--- src/design/safx_pkg.sv ---
package safx_pkg;

    localparam int VALUE_BITS = 16;
    localparam int CFG_INDEX_BITS = 3;
    localparam int OUT_DATA_BITS = 80;

    localparam logic [VALUE_BITS-1:0] FULL_VALUE = 16'hFFFF;
    localparam logic [VALUE_BITS:0] ONE_P16 = 17'h10000;

    // configuration register indexes
    localparam logic [CFG_INDEX_BITS-1:0] CFG_AVG_LENGTH = 3'd0;
    localparam logic [CFG_INDEX_BITS-1:0] CFG_FILTER_COEF = 3'd1;
    localparam logic [CFG_INDEX_BITS-1:0] CFG_PUB_SELECT = 3'd2;
    localparam logic [CFG_INDEX_BITS-1:0] CFG_LOG_ENABLE = 3'd3;
    localparam logic [CFG_INDEX_BITS-1:0] CFG_LOG_PERIOD = 3'd4;
    localparam logic [CFG_INDEX_BITS-1:0] CFG_FULL_SCALE = 3'd5;

    // publish selector codes
    localparam logic [7:0] PUB_SAMPLE = 8'd0;
    localparam logic [7:0] PUB_FILTERED = 8'd1;
    localparam logic [7:0] PUB_AVERAGE = 8'd2;
    localparam logic [7:0] PUB_MINIMUM = 8'd3;
    localparam logic [7:0] PUB_MAXIMUM = 8'd4;

    typedef enum logic [2:0] {
        ST_IDLE,
        ST_MUL_OLD,
        ST_MUL_NEW,
        ST_ADD,
        ST_DIVIDE,
        ST_COMMIT
    } t_state;

    typedef struct packed {
        logic load;
        logic mul_old;
        logic mul_new;
        logic add_sum;
        logic div_step;
        logic commit;
    } t_cmd;

    typedef struct packed {
        logic block_done;
        logic div_last;
        logic out_free;
        logic restart;
    } t_status;

endpackage

--- src/design/safx_ctrl.sv ---
module safx_ctrl
    import safx_pkg::*;
(
    input  logic    i_clk,
    input  logic    i_rst_n,
    input  logic    i_valid,
    output logic    o_ready,
    input  t_status i_status,
    output t_cmd    o_cmd
);

    t_state r_state;
    t_state n_state;

    always_ff @(posedge i_clk) begin
        if (!i_rst_n) begin
            r_state <= ST_IDLE;
        end else begin
            r_state <= n_state;
        end
    end

    always_comb begin
        n_state = r_state;
        unique case (r_state)
            ST_IDLE: begin
                if (i_valid) begin
                    n_state = ST_MUL_OLD;
                end
            end
            ST_MUL_OLD: n_state = ST_MUL_NEW;
            ST_MUL_NEW: n_state = ST_ADD;
            ST_ADD: begin
                if (i_status.block_done && !i_status.restart) begin
                    n_state = ST_DIVIDE;
                end else begin
                    n_state = ST_COMMIT;
                end
            end
            ST_DIVIDE: begin
                if (i_status.div_last) begin
                    n_state = ST_COMMIT;
                end
            end
            ST_COMMIT: begin
                if (i_status.out_free) begin
                    n_state = ST_IDLE;
                end
            end
            default: n_state = ST_IDLE;
        endcase
    end

    always_comb begin
        o_cmd = '0;
        o_ready = 1'b0;
        unique case (r_state)
            ST_IDLE: begin
                o_ready = 1'b1;
                o_cmd.load = i_valid;
            end
            ST_MUL_OLD: o_cmd.mul_old = 1'b1;
            ST_MUL_NEW: o_cmd.mul_new = 1'b1;
            ST_ADD:     o_cmd.add_sum = 1'b1;
            ST_DIVIDE:  o_cmd.div_step = 1'b1;
            ST_COMMIT:  o_cmd.commit = i_status.out_free;
            default: begin
                o_cmd = '0;
            end
        endcase
    end

`ifndef SYNTHESIS
    a_accept_starts: assert property (@(posedge i_clk) disable iff (!i_rst_n)
        (r_state == ST_IDLE && i_valid) |=> r_state == ST_MUL_OLD)
        else $error("accepted sample did not start the filter step");

    a_divide_holds: assert property (@(posedge i_clk) disable iff (!i_rst_n)
        (r_state == ST_DIVIDE && !i_status.div_last) |=> r_state == ST_DIVIDE)
        else $error("divider left before its last step");

    a_restart_no_div: assert property (@(posedge i_clk) disable iff (!i_rst_n)
        (r_state == ST_ADD && i_status.restart) |=> r_state == ST_COMMIT)
        else $error("restart sample went through the divider");
`endif

endmodule

--- src/design/safx_dp.sv ---
module safx_dp
    import safx_pkg::*;
#(
    parameter int SAMPLE_BITS = 16
) (
    input  logic                      i_clk,
    input  logic                      i_rst_n,
    input  logic [SAMPLE_BITS-1:0]    i_sample,
    input  logic                      i_from_conv,
    input  logic                      i_restart,
    input  logic                      i_clear,
    input  logic                      i_cfg_wr_en,
    input  logic [CFG_INDEX_BITS-1:0] i_cfg_index,
    input  logic [VALUE_BITS-1:0]     i_cfg_data,
    input  t_cmd                      i_cmd,
    output t_status                   o_status,
    input  logic                      i_out_ready,
    output logic                      o_out_valid,
    output logic [OUT_DATA_BITS-1:0]  o_out_data,
    output logic                      o_out_strobe
);

    // configuration
    logic [VALUE_BITS-1:0] r_avg_len, n_avg_len;
    logic [VALUE_BITS-1:0] r_coef, n_coef;
    logic [7:0]            r_pub_sel, n_pub_sel;
    logic                  r_log_en, n_log_en;
    logic [VALUE_BITS-1:0] r_log_period, n_log_period;
    logic [VALUE_BITS-1:0] r_full_scale, n_full_scale;

    // filter state
    logic [31:0]           r_acc, n_acc;
    logic [VALUE_BITS-1:0] r_count, n_count;
    logic [VALUE_BITS-1:0] r_avg, n_avg;
    logic [VALUE_BITS-1:0] r_filt, n_filt;
    logic [VALUE_BITS-1:0] r_low, n_low;
    logic [VALUE_BITS-1:0] r_high, n_high;
    logic [VALUE_BITS-1:0] r_countdown, n_countdown;
    logic [VALUE_BITS-1:0] r_pub, n_pub;
    logic                  r_strobe, n_strobe;
    logic                  r_out_valid, n_out_valid;

    // per-sample working registers
    logic [VALUE_BITS-1:0]   r_samp;
    logic                    r_restart;
    logic                    r_clear;
    logic [31:0]             r_acc_new;
    logic [VALUE_BITS-1:0]   r_count_new;
    logic                    r_block_done;
    logic [2*VALUE_BITS+1:0] r_prod;
    logic [2*VALUE_BITS+1:0] r_fsum;
    logic [VALUE_BITS-1:0]   r_rem;
    logic [VALUE_BITS-1:0]   r_quo;
    logic [3:0]              r_div_cnt;

    logic [VALUE_BITS-1:0]   samp_ext;
    logic [VALUE_BITS-1:0]   samp_clip;
    logic [VALUE_BITS:0]     mul_a;
    logic [VALUE_BITS:0]     mul_b;
    logic [2*VALUE_BITS+1:0] prod;
    logic [VALUE_BITS:0]     shifted;
    logic [VALUE_BITS+1:0]   trial;
    logic [VALUE_BITS+1:0]   filt_shift;
    logic [VALUE_BITS-1:0]   filt_val;
    logic [VALUE_BITS-1:0]   count_inc;
    logic [VALUE_BITS-1:0]   low_base;
    logic [VALUE_BITS-1:0]   high_base;

    assign samp_ext  = VALUE_BITS'(i_sample);
    assign samp_clip = (i_from_conv && samp_ext >= r_full_scale) ? FULL_VALUE : samp_ext;
    assign count_inc = r_count + 16'd1;

    // shared multiplier: old * (k + 1), then sample * (65536 - k)
    always_comb begin
        if (i_cmd.mul_old) begin
            mul_a = {1'b0, r_filt};
            mul_b = {1'b0, r_coef} + 17'd1;
        end else begin
            mul_a = {1'b0, r_samp};
            mul_b = ONE_P16 - {1'b0, r_coef};
        end
        prod = (2*VALUE_BITS+2)'(mul_a) * (2*VALUE_BITS+2)'(mul_b);
    end

    // restoring divider step, one quotient bit per cycle
    assign shifted = {r_rem, r_quo[VALUE_BITS-1]};
    assign trial   = {1'b0, shifted} - {2'b00, r_avg_len};

    assign filt_shift = r_fsum[2*VALUE_BITS+1:VALUE_BITS];
    assign filt_val   = (|filt_shift[VALUE_BITS+1:VALUE_BITS]) ? FULL_VALUE
                                                               : filt_shift[VALUE_BITS-1:0];

    assign low_base  = r_clear ? FULL_VALUE : r_low;
    assign high_base = r_clear ? '0 : r_high;

    always_ff @(posedge i_clk) begin
        if (i_cmd.load) begin
            r_samp    <= samp_clip;
            r_restart <= i_restart;
            r_clear   <= i_clear;
        end
        if (i_cmd.mul_old) begin
            r_acc_new    <= r_acc + {16'd0, r_samp};
            r_count_new  <= count_inc;
            r_block_done <= (r_avg_len != '0) && (count_inc >= r_avg_len);
        end
        if (i_cmd.mul_old || i_cmd.mul_new) begin
            r_prod <= prod;
        end
        if (i_cmd.mul_new) begin
            r_fsum <= r_prod;
        end
        if (i_cmd.add_sum) begin
            r_fsum    <= r_fsum + r_prod;
            r_rem     <= r_acc_new[31:16];
            r_quo     <= r_acc_new[15:0];
            r_div_cnt <= '0;
        end
        if (i_cmd.div_step) begin
            r_div_cnt <= r_div_cnt + 4'd1;
            r_quo     <= {r_quo[VALUE_BITS-2:0], ~trial[VALUE_BITS+1]};
            r_rem     <= trial[VALUE_BITS+1] ? shifted[VALUE_BITS-1:0]
                                             : trial[VALUE_BITS-1:0];
        end
    end

    always_comb begin
        n_avg_len    = r_avg_len;
        n_coef       = r_coef;
        n_pub_sel    = r_pub_sel;
        n_log_en     = r_log_en;
        n_log_period = r_log_period;
        n_full_scale = r_full_scale;
        n_acc        = r_acc;
        n_count      = r_count;
        n_avg        = r_avg;
        n_filt       = r_filt;
        n_low        = r_low;
        n_high       = r_high;
        n_countdown  = r_countdown;
        n_pub        = r_pub;
        n_strobe     = r_strobe;
        n_out_valid  = r_out_valid && !i_out_ready;

        if (i_cfg_wr_en) begin
            unique case (i_cfg_index)
                CFG_AVG_LENGTH: begin
                    n_avg_len = i_cfg_data;
                    n_acc     = '0;
                    n_count   = '0;
                end
                CFG_FILTER_COEF: n_coef = i_cfg_data;
                CFG_PUB_SELECT:  n_pub_sel = i_cfg_data[7:0];
                CFG_LOG_ENABLE:  n_log_en = i_cfg_data[0];
                CFG_LOG_PERIOD: begin
                    n_log_period = i_cfg_data;
                    n_countdown  = i_cfg_data;
                end
                CFG_FULL_SCALE:  n_full_scale = i_cfg_data;
                default: begin
                    n_avg_len = r_avg_len;
                end
            endcase
        end

        if (i_cmd.commit) begin
            n_out_valid = 1'b1;
            n_strobe    = 1'b0;
            if (r_restart) begin
                n_avg   = r_samp;
                n_filt  = r_samp;
                n_acc   = '0;
                n_count = '0;
                n_low   = FULL_VALUE;
                n_high  = '0;
                n_pub   = r_samp;
            end else begin
                if (r_avg_len != '0) begin
                    if (r_block_done) begin
                        n_avg   = r_quo;
                        n_acc   = '0;
                        n_count = '0;
                    end else begin
                        n_acc   = r_acc_new;
                        n_count = r_count_new;
                    end
                end else begin
                    n_avg = r_samp;
                end
                n_filt = (r_coef != '0) ? filt_val : r_samp;
                n_low  = (r_samp < low_base) ? r_samp : low_base;
                n_high = (r_samp > high_base) ? r_samp : high_base;
                unique case (r_pub_sel)
                    PUB_FILTERED: n_pub = n_filt;
                    PUB_AVERAGE:  n_pub = n_avg;
                    PUB_MINIMUM:  n_pub = n_low;
                    PUB_MAXIMUM:  n_pub = n_high;
                    default:      n_pub = r_samp;
                endcase
                if (r_log_en) begin
                    if (r_countdown != '0) begin
                        n_countdown = r_countdown - 16'd1;
                    end else begin
                        n_strobe    = 1'b1;
                        n_countdown = r_log_period;
                    end
                end
            end
        end
    end

    always_ff @(posedge i_clk) begin
        if (!i_rst_n) begin
            r_avg_len    <= '0;
            r_coef       <= '0;
            r_pub_sel    <= '0;
            r_log_en     <= 1'b0;
            r_log_period <= '0;
            r_full_scale <= FULL_VALUE;
            r_acc        <= '0;
            r_count      <= '0;
            r_avg        <= '0;
            r_filt       <= '0;
            r_low        <= FULL_VALUE;
            r_high       <= '0;
            r_countdown  <= '0;
            r_out_valid  <= 1'b0;
        end else begin
            r_avg_len    <= n_avg_len;
            r_coef       <= n_coef;
            r_pub_sel    <= n_pub_sel;
            r_log_en     <= n_log_en;
            r_log_period <= n_log_period;
            r_full_scale <= n_full_scale;
            r_acc        <= n_acc;
            r_count      <= n_count;
            r_avg        <= n_avg;
            r_filt       <= n_filt;
            r_low        <= n_low;
            r_high       <= n_high;
            r_countdown  <= n_countdown;
            r_out_valid  <= n_out_valid;
        end
    end

    always_ff @(posedge i_clk) begin
        r_pub    <= n_pub;
        r_strobe <= n_strobe;
    end

    assign o_status.block_done = r_block_done;
    assign o_status.div_last   = &r_div_cnt;
    assign o_status.out_free   = !r_out_valid || i_out_ready;
    assign o_status.restart    = r_restart;

    assign o_out_valid  = r_out_valid;
    assign o_out_data   = {r_high, r_low, r_filt, r_avg, r_pub};
    assign o_out_strobe = r_strobe;

`ifndef SYNTHESIS
    a_extremes_order: assert property (@(posedge i_clk) disable iff (!i_rst_n)
        (r_low <= r_high) || (r_low == FULL_VALUE && r_high == '0))
        else $error("minimum above maximum outside the cleared state");

    a_count_below_len: assert property (@(posedge i_clk) disable iff (!i_rst_n)
        (r_avg_len != '0) |-> (r_count < r_avg_len))
        else $error("block count reached the average length");
`endif

endmodule

--- src/design/sample_average_filter_extremes_unit.sv ---
// channel   direction  contents
// s_axis    in         tdata: sample, restart, clear_extremes; tuser: from_converter
// m_axis    out        tdata: published, average, filtered, minimum, maximum; tuser: log strobe
// i_cfg_*   in         register write: enable, index 0..5, 16-bit data
//
// the result register loads after the filter multiply and add steps; when the sample closes an
// averaging block it loads after the block divider too, which yields one quotient bit per cycle
// the filter step uses one shared 17x17 multiplier for both products, followed by an add step
// a new sample is taken once the previous result is in the output register
// a result that is not taken holds the block in its commit cycle
// synchronous active-low reset, no clearing pass after reset
module sample_average_filter_extremes_unit
    import safx_pkg::*;
#(
    parameter int SAMPLE_BITS = 16
) (
    input  logic                      i_clk,
    input  logic                      i_rst_n,
    // input samples
    input  logic                      s_axis_tvalid,
    output logic                      s_axis_tready,
    // sample, restart, clear_extremes, zero padding
    input  logic [((SAMPLE_BITS+2+7)/8)*8-1:0] s_axis_tdata,
    // from_converter
    input  logic                      s_axis_tuser,
    // results
    output logic                      m_axis_tvalid,
    input  logic                      m_axis_tready,
    // published, average_out, filtered_out, minimum_out, maximum_out
    output logic [OUT_DATA_BITS-1:0]  m_axis_tdata,
    // log_strobe
    output logic                      m_axis_tuser,
    // register writes
    input  logic                      i_cfg_wr_en,
    input  logic [CFG_INDEX_BITS-1:0] i_cfg_index,
    input  logic [VALUE_BITS-1:0]     i_cfg_data
);

    t_cmd    cmd;
    t_status status;

    // sequencer: accept, filter multiply and add steps, optional divide, commit
    safx_ctrl u_ctrl (
        .i_clk    (i_clk),
        .i_rst_n  (i_rst_n),
        .i_valid  (s_axis_tvalid),
        .o_ready  (s_axis_tready),
        .i_status (status),
        .o_cmd    (cmd)
    );

    // registers, accumulator, multiplier, divider and output register
    safx_dp #(
        .SAMPLE_BITS (SAMPLE_BITS)
    ) u_dp (
        .i_clk        (i_clk),
        .i_rst_n      (i_rst_n),
        .i_sample     (s_axis_tdata[SAMPLE_BITS-1:0]),
        .i_from_conv  (s_axis_tuser),
        .i_restart    (s_axis_tdata[SAMPLE_BITS]),
        .i_clear      (s_axis_tdata[SAMPLE_BITS+1]),
        .i_cfg_wr_en  (i_cfg_wr_en),
        .i_cfg_index  (i_cfg_index),
        .i_cfg_data   (i_cfg_data),
        .i_cmd        (cmd),
        .o_status     (status),
        .i_out_ready  (m_axis_tready),
        .o_out_valid  (m_axis_tvalid),
        .o_out_data   (m_axis_tdata),
        .o_out_strobe (m_axis_tuser)
    );

endmodule
--- config.mk ---
export PLATFORM = sky130hd
export DESIGN_NAME = sample_average_filter_extremes_unit
export DESIGN_NICKNAME = d
export VERILOG_FILES = /design/src/design/safx_pkg.sv /design/src/design/safx_ctrl.sv /design/src/design/safx_dp.sv /design/src/design/sample_average_filter_extremes_unit.sv
export SDC_FILE = /design/constraint.sdc
export NUM_CORES = 2
export LEC_CHECK = 0
export BUFFER_PORTS_ARGS = -buffer_cell sky130_fd_sc_hd__buf_4
export CORE_MARGIN = 3
export CORE_UTILIZATION = 64
export DETAILED_ROUTE_END_ITERATION = 6
export GPL_TIMING_DRIVEN = 0
export PLACE_DENSITY = 0.92
export SETUP_SLACK_MARGIN = 0.1
export SLEW_MARGIN = 5
export SYNTH_ARGS = -nofsm -noshare
export SYNTH_HDL_FRONTEND = slang
export SYNTH_SLANG_ARGS = --single-unit
--- constraint.sdc ---
create_clock -name i_clk -period 10.1 [get_ports i_clk]
set_input_delay 0.505 -clock i_clk [delete_from_list [all_inputs] [get_ports i_clk]]
set_output_delay 0.505 -clock i_clk [all_outputs]
set_load 0.02 [all_outputs]
After elaboration in Yosys (flattened, before gate mapping)
Index checks and enable logic that the tools add are counted.
- word-level logic and storage cells: 143
- register bits: 393
- output and inout port bits: 83
- bits of input ports: 49
- equality and inequality tests: 17
- bitwise gates (word level): 2
- reduce and logical (&&, ||, !) cells: 26
- mux-type cells: 57
- magnitude comparators: 4
- $mul: 1
- add/sub/neg operators: 8
- operators by type and width (kind ; number):
    $mux W16 ; 31
    $mux W32 ; 6
    $mux W34 ; 2
    $pmux W16 S4 ; 1
    $reduce_bool A16 Y1 ; 3
    $add A34 B34 Y34 ; 1
    $mul A16 B17 Y33 ; 1
    $add A32 B16 Y32 ; 1
    $ge A16 B16 Y1 ; 2
    $pmux W3 S6 ; 1
    $sub A17 B16 Y18 ; 1
    $add A16 B1 Y17 const B ; 1
    $mux W17 ; 1
    $sub A17 B16 Y17 const A ; 1
    $add A16 B1 Y16 const B ; 1
    $eq A8 B2 Y1 const B ; 2
    $gt A16 B16 Y1 ; 1
    $lt A16 B16 Y1 ; 1
    $sub A16 B1 Y16 const B ; 1
    $eq A3 B2 Y1 const B ; 4
    $eq A3 B3 Y1 const B ; 4
    $reduce_and A2 Y1 ; 6
    $mux W1 ; 10
    $mux W3 ; 3
    other kinds (16) ; 29

Depth between registers and ports, before layout
- depth after elaboration: 6
- gate-level depth with buffers: 33
- mapped depth without buffers: 31

Cells and area by module
A second synthesis with hierarchy kept.
- cell total of the unflattened synthesis: 3366
- area total of the unflattened synthesis: 30755.7 um^2
- by module, submodules not included (module ; area an instance (um^2) ; times used ; sequential area each (um^2) ; cells each):
    safx_dp ; 30549.3 ; 1 ; 9689.3 ; 3339
    safx_ctrl ; 206.4 ; 1 ; 60.1 ; 27

Worst setup path after synthesis
OpenSTA, ideal clock, no wires.
- kind: register -> register
- start: register u_ctrl.r_state[1]
- end: register u_dp.r_prod[30] (data pin)
- path buffers: 3
- cell stages (with the launch flop): 28
- data required time: 9.842 ns
- path slack: 1.639 ns
- clock period less this slack: 8.461 ns
- arrival time: 8.204 ns
- library setup time: 0.258 ns
- cells stage by stage: dfxtp_1 -> clkbuf_1 -> nor2_1 -> nand2_1 -> inv_1 -> clkbuf_1 -> buf_1 -> o21ai_1 -> nand2_1 -> fa_1 -> fa_1 -> inv_1 -> fa_1 -> fa_1 -> fa_1 -> inv_1 -> fa_1 -> inv_1 -> ha_1 -> a21o_1 -> a21o_1 -> a21o_1 -> a21o_1 -> a31oi_1 -> o311ai_0 -> a31o_2 -> a21oi_1 -> xnor2_1
- word-level cells in the longest chain between the ends: 4
- elaborated cells on any way between the ends: 5
- RTL lines (element ; line ; source):
    from (decl) ; safx_ctrl.sv:12 ; t_state r_state;
    from (signal assigned) ; safx_ctrl.sv:19 ; r_state <= n_state;
    $eq A3 B1 Y1 (*) ; safx_ctrl.sv:57 ; unique case (r_state)
    $mux W1 (*) ; safx_ctrl.sv:57 ;
    $mux W16 or $mux W17 (tied branches) ; safx_dp.sv:75 ; if (i_cmd.mul_old) begin
    $mul A16 B17 Y33 (*) ; safx_dp.sv:82 ; prod = (2*VALUE_BITS+2)'(mul_a) * (2*VALUE_BITS+2)'(mul_b);
    net u_dp.prod[30] ; safx_dp.sv:60 ; logic [2*VALUE_BITS+1:0] prod;
    to (signal assigned) ; safx_dp.sv:108 ; r_prod <= prod;
    to (decl) ; safx_dp.sv:50 ; logic [2*VALUE_BITS+1:0] r_prod;
The timed path passes the listed nets; every way through them passes the cells marked *.
A chain may end at the register's enable or synchronous reset.

Final worst setup path
- start: register u_ctrl.r_state[1]
- end: register u_dp.r_prod[32] (data pin)
Same word-level chain as after synthesis.

==> results_dict.tcl <==
set metrics [dict create \
    outcome "finished with violations" \
    violations "DRC" \
    fin_crit_sh_pct 91.4 \
    wl_per_cell_um 22.3 \
    root_buffer "clkbuf_16" \
    first_pass_iters 7 \
    yosys_warnings 0 \
    grt_pass1_vias 27700 \
    worstSetupEndpointType "flop" \
    ys_top_cells_by_count "603 x nand2_1, 325 x nor2_1, 303 x inv_1" \
    hold_viol_final 0 \
    ctsHoldBuffers 0 \
    yosysTopAreaCell "edfxtp_1" \
    ir_drop_mv 0.392 \
    cp.arrival_ns 9.60 \
    die_w_um 229 \
    finalSetupViolCount 0 \
    p_per_area_nw_per_um2 261 \
    max_freq_mhz 108 \
    slew_headroom_pct 3.80 \
    fp.dieH_um 229 \
    cp.required_ns 10.48 \
    synth_ff_type "dfxtp_1" \
    place.gp.congestion 1.00 \
    synth_cells 3588 \
    path_class "reg2reg" \
    hpwl_mm 75.0 \
    yosysTopAreaCellShare_pct 17.7 \
    cpPeakStageDelay_ns 0.79 \
    path_max_fanout 10 \
    rsz0062_at_grt "false" \
    mappedNetlistArea_um2 31700 \
    ys_types 92 \
    synth_seq_cells 392 \
    path_clk_slew_ns 0.06 \
    synth_nets 4087 \
    htreeDepth 2 \
    max_cap_violations 0 \
    routed_wl_mm 99.0 \
    whs_ns 0.113 \
    synth_seq_area_share_pct 30.6 \
    antenna_found_initial 3 \
    num_rows 80 \
    hp-class "in2reg" \
    cts_sinks 392 \
    numCtsBuffers 41 \
    cts_tree "done" \
    yosys-top-cells-area "edfxtp_1 18%, fa_1 13%, dfxtp_1 13%, ha_1 9.4%, nand2_1 7.1%" \
    start_util_pct 65.7 \
    finalPower_mw 9.11 \
    crit_top_cell "fa_1" \
    finalCriticalPeriod_ns 9.23 \
    postCtsSetupRepairBufs 0 \
    worst_slew_pin_slew_ns 1.43 \
    coreArea_um2 48300 \
    synth_edf_count 187 \
    grt_max_degree 36 \
    area_growth_syn_to_layout_pct 10.1 \
    utilization_pct 72.3 \
    ios 132 \
    worstSetupStartpointType "flop" \
    slowest_stage "o311ai_0" \
    p_leak_nw 14.9 \
    avgSynthCellArea_um2 8.85 \
    ant_nets 0 \
    vias_per_cell 6.39 \
    vias 28400 \
    ys_async_sr_fraction_pct 0 \
    grt.overflow.total 0 \
    clk_latency_ns 0.60 \
    die_area_um2 52300 \
    grt_pass1_wl_mm 154 \
    grt_use_total_pct 37.4 \
    drcViolationCount 2 \
    slew_viol_final 0 \
    drive_above_1_share_pct 8.05 \
    fin_nets 4256 \
    numPortBuffers 122 \
    clockBufferDepth 3 \
    cts_resized 0 \
    yosysMostFrequentCell "nand2_1" \
    drt_iter0_markers 3590 \
    fin_skew_ns 0.0216 \
]
-- state kept, by name, indices dropped and copies added, names as in the netlist, 32 cells and up --
| name | flops |
|---|---|
| u_dp.r_fsum | 34 |
| u_dp.r_acc | 32 |
| u_dp.r_acc_new | 32 |
| u_dp.r_prod | 33 |
-- worst paths after layout --
kind | start | endpoint | slack, ns | cells past startpoint
max reg2reg | u_ctrl.r_state[1]$_SDFFE_PN0P_ | u_dp.r_prod[32]$_DFFE_PN_ | 0.87 | 28
min reg2reg | u_dp.r_log_period[12]$_SDFFE_PN0P_ | u_dp.r_log_period[12]$_SDFFE_PN0P_ | 0.46 | 2
max | u_ctrl.r_state[1]$_SDFFE_PN0P_ | u_dp.r_prod[32]$_DFFE_PN_ | 0.87 | 28
min | s_axis_tdata[16] | u_dp.r_restart$_DFFE_PP_ | 0.11 | 1
-- stage by stage --
stage / worst slack [ns] / instances / setup TNS, ns / area [µm²]
final: 0.873 / 4448 / 0 / 35000
after global routing: 0.339 / 4447 / 0 / 34900
after CTS: 1.04 / 4446 / 0 / 34900
after detailed placement: 1.19 / 4370 / 0 / 33600
after global placement: -0.530 / 4366 / -1.89 / 33500
after floorplan: 1.64 / 3588 / 0 / 31700
-- power by group --
| part | switching (mW) | internal [mW] |
|---|---|---|
| registers | 0.134 | 2.00 |
| clock network | 0.691 | 0.845 |
| logic | 3.36 | 2.08 |
-- logic make-up after synthesis --
| family | count (synthesis) | synth area share [%] |
|---|---|---|
| AO/OA/AOI/OAI | 728 | 15.1 |
| XOR/XNOR | 155 | 4.30 |
| adder cells (fa/ha/maj) | 450 | 22.7 |
| buffers and inverters | 492 | 6.65 |
| flip-flops | 392 | 30.6 |
| multiplexers | 69 | 2.19 |
| AND/OR/NAND/NOR | 1302 | 18.4 |
-- layout make-up --
type	instances	area [µm²]
multi-input combinational	2704	19900
fill	3401	13400
sequential	392	9720
clock buffer	56	1150
inverter	304	1140
timing repair buffer	126	995
buffer	188	972
tap	656	821
clock inverter	20	204
antenna	2	5.00
-- per-layer routing --
layer	track usage (%)	share of wire [%]	vias up
li1	-	-	12600
met1	48.0	37	13400
met2	58.2	44	2033
met3	9.56	13	453
met4	20.5	6.7	2
met5	0	0.0081	-
-- critical path, delay by kind of cell (launching register included) --
family                     cells  cell delay (ns)
buffers and inverters          8             1.91
adders and majority gates      7             3.54
xor gates and xnor gates       2             0.84
DFF                            1             0.33
and+or+nand+nor                5             0.74
AOI/OAI and AO/OA              6             1.62
-- cell usage in the layout (no fill, tap or decap), drive strengths merged, types with 61 or more instances in the layout --
cell type	count
dfxtp	205
inv	308
a22oi	66
a21oi	148
o21ai	173
o211ai	61
clkbuf	204
buf	163
nor2	335
mux2i	65
fa	211
a21boi	71
edfxtp	187
nand2	604
ha	239
xnor2	102
Note: power is estimated with default switching activity, not from simulation.
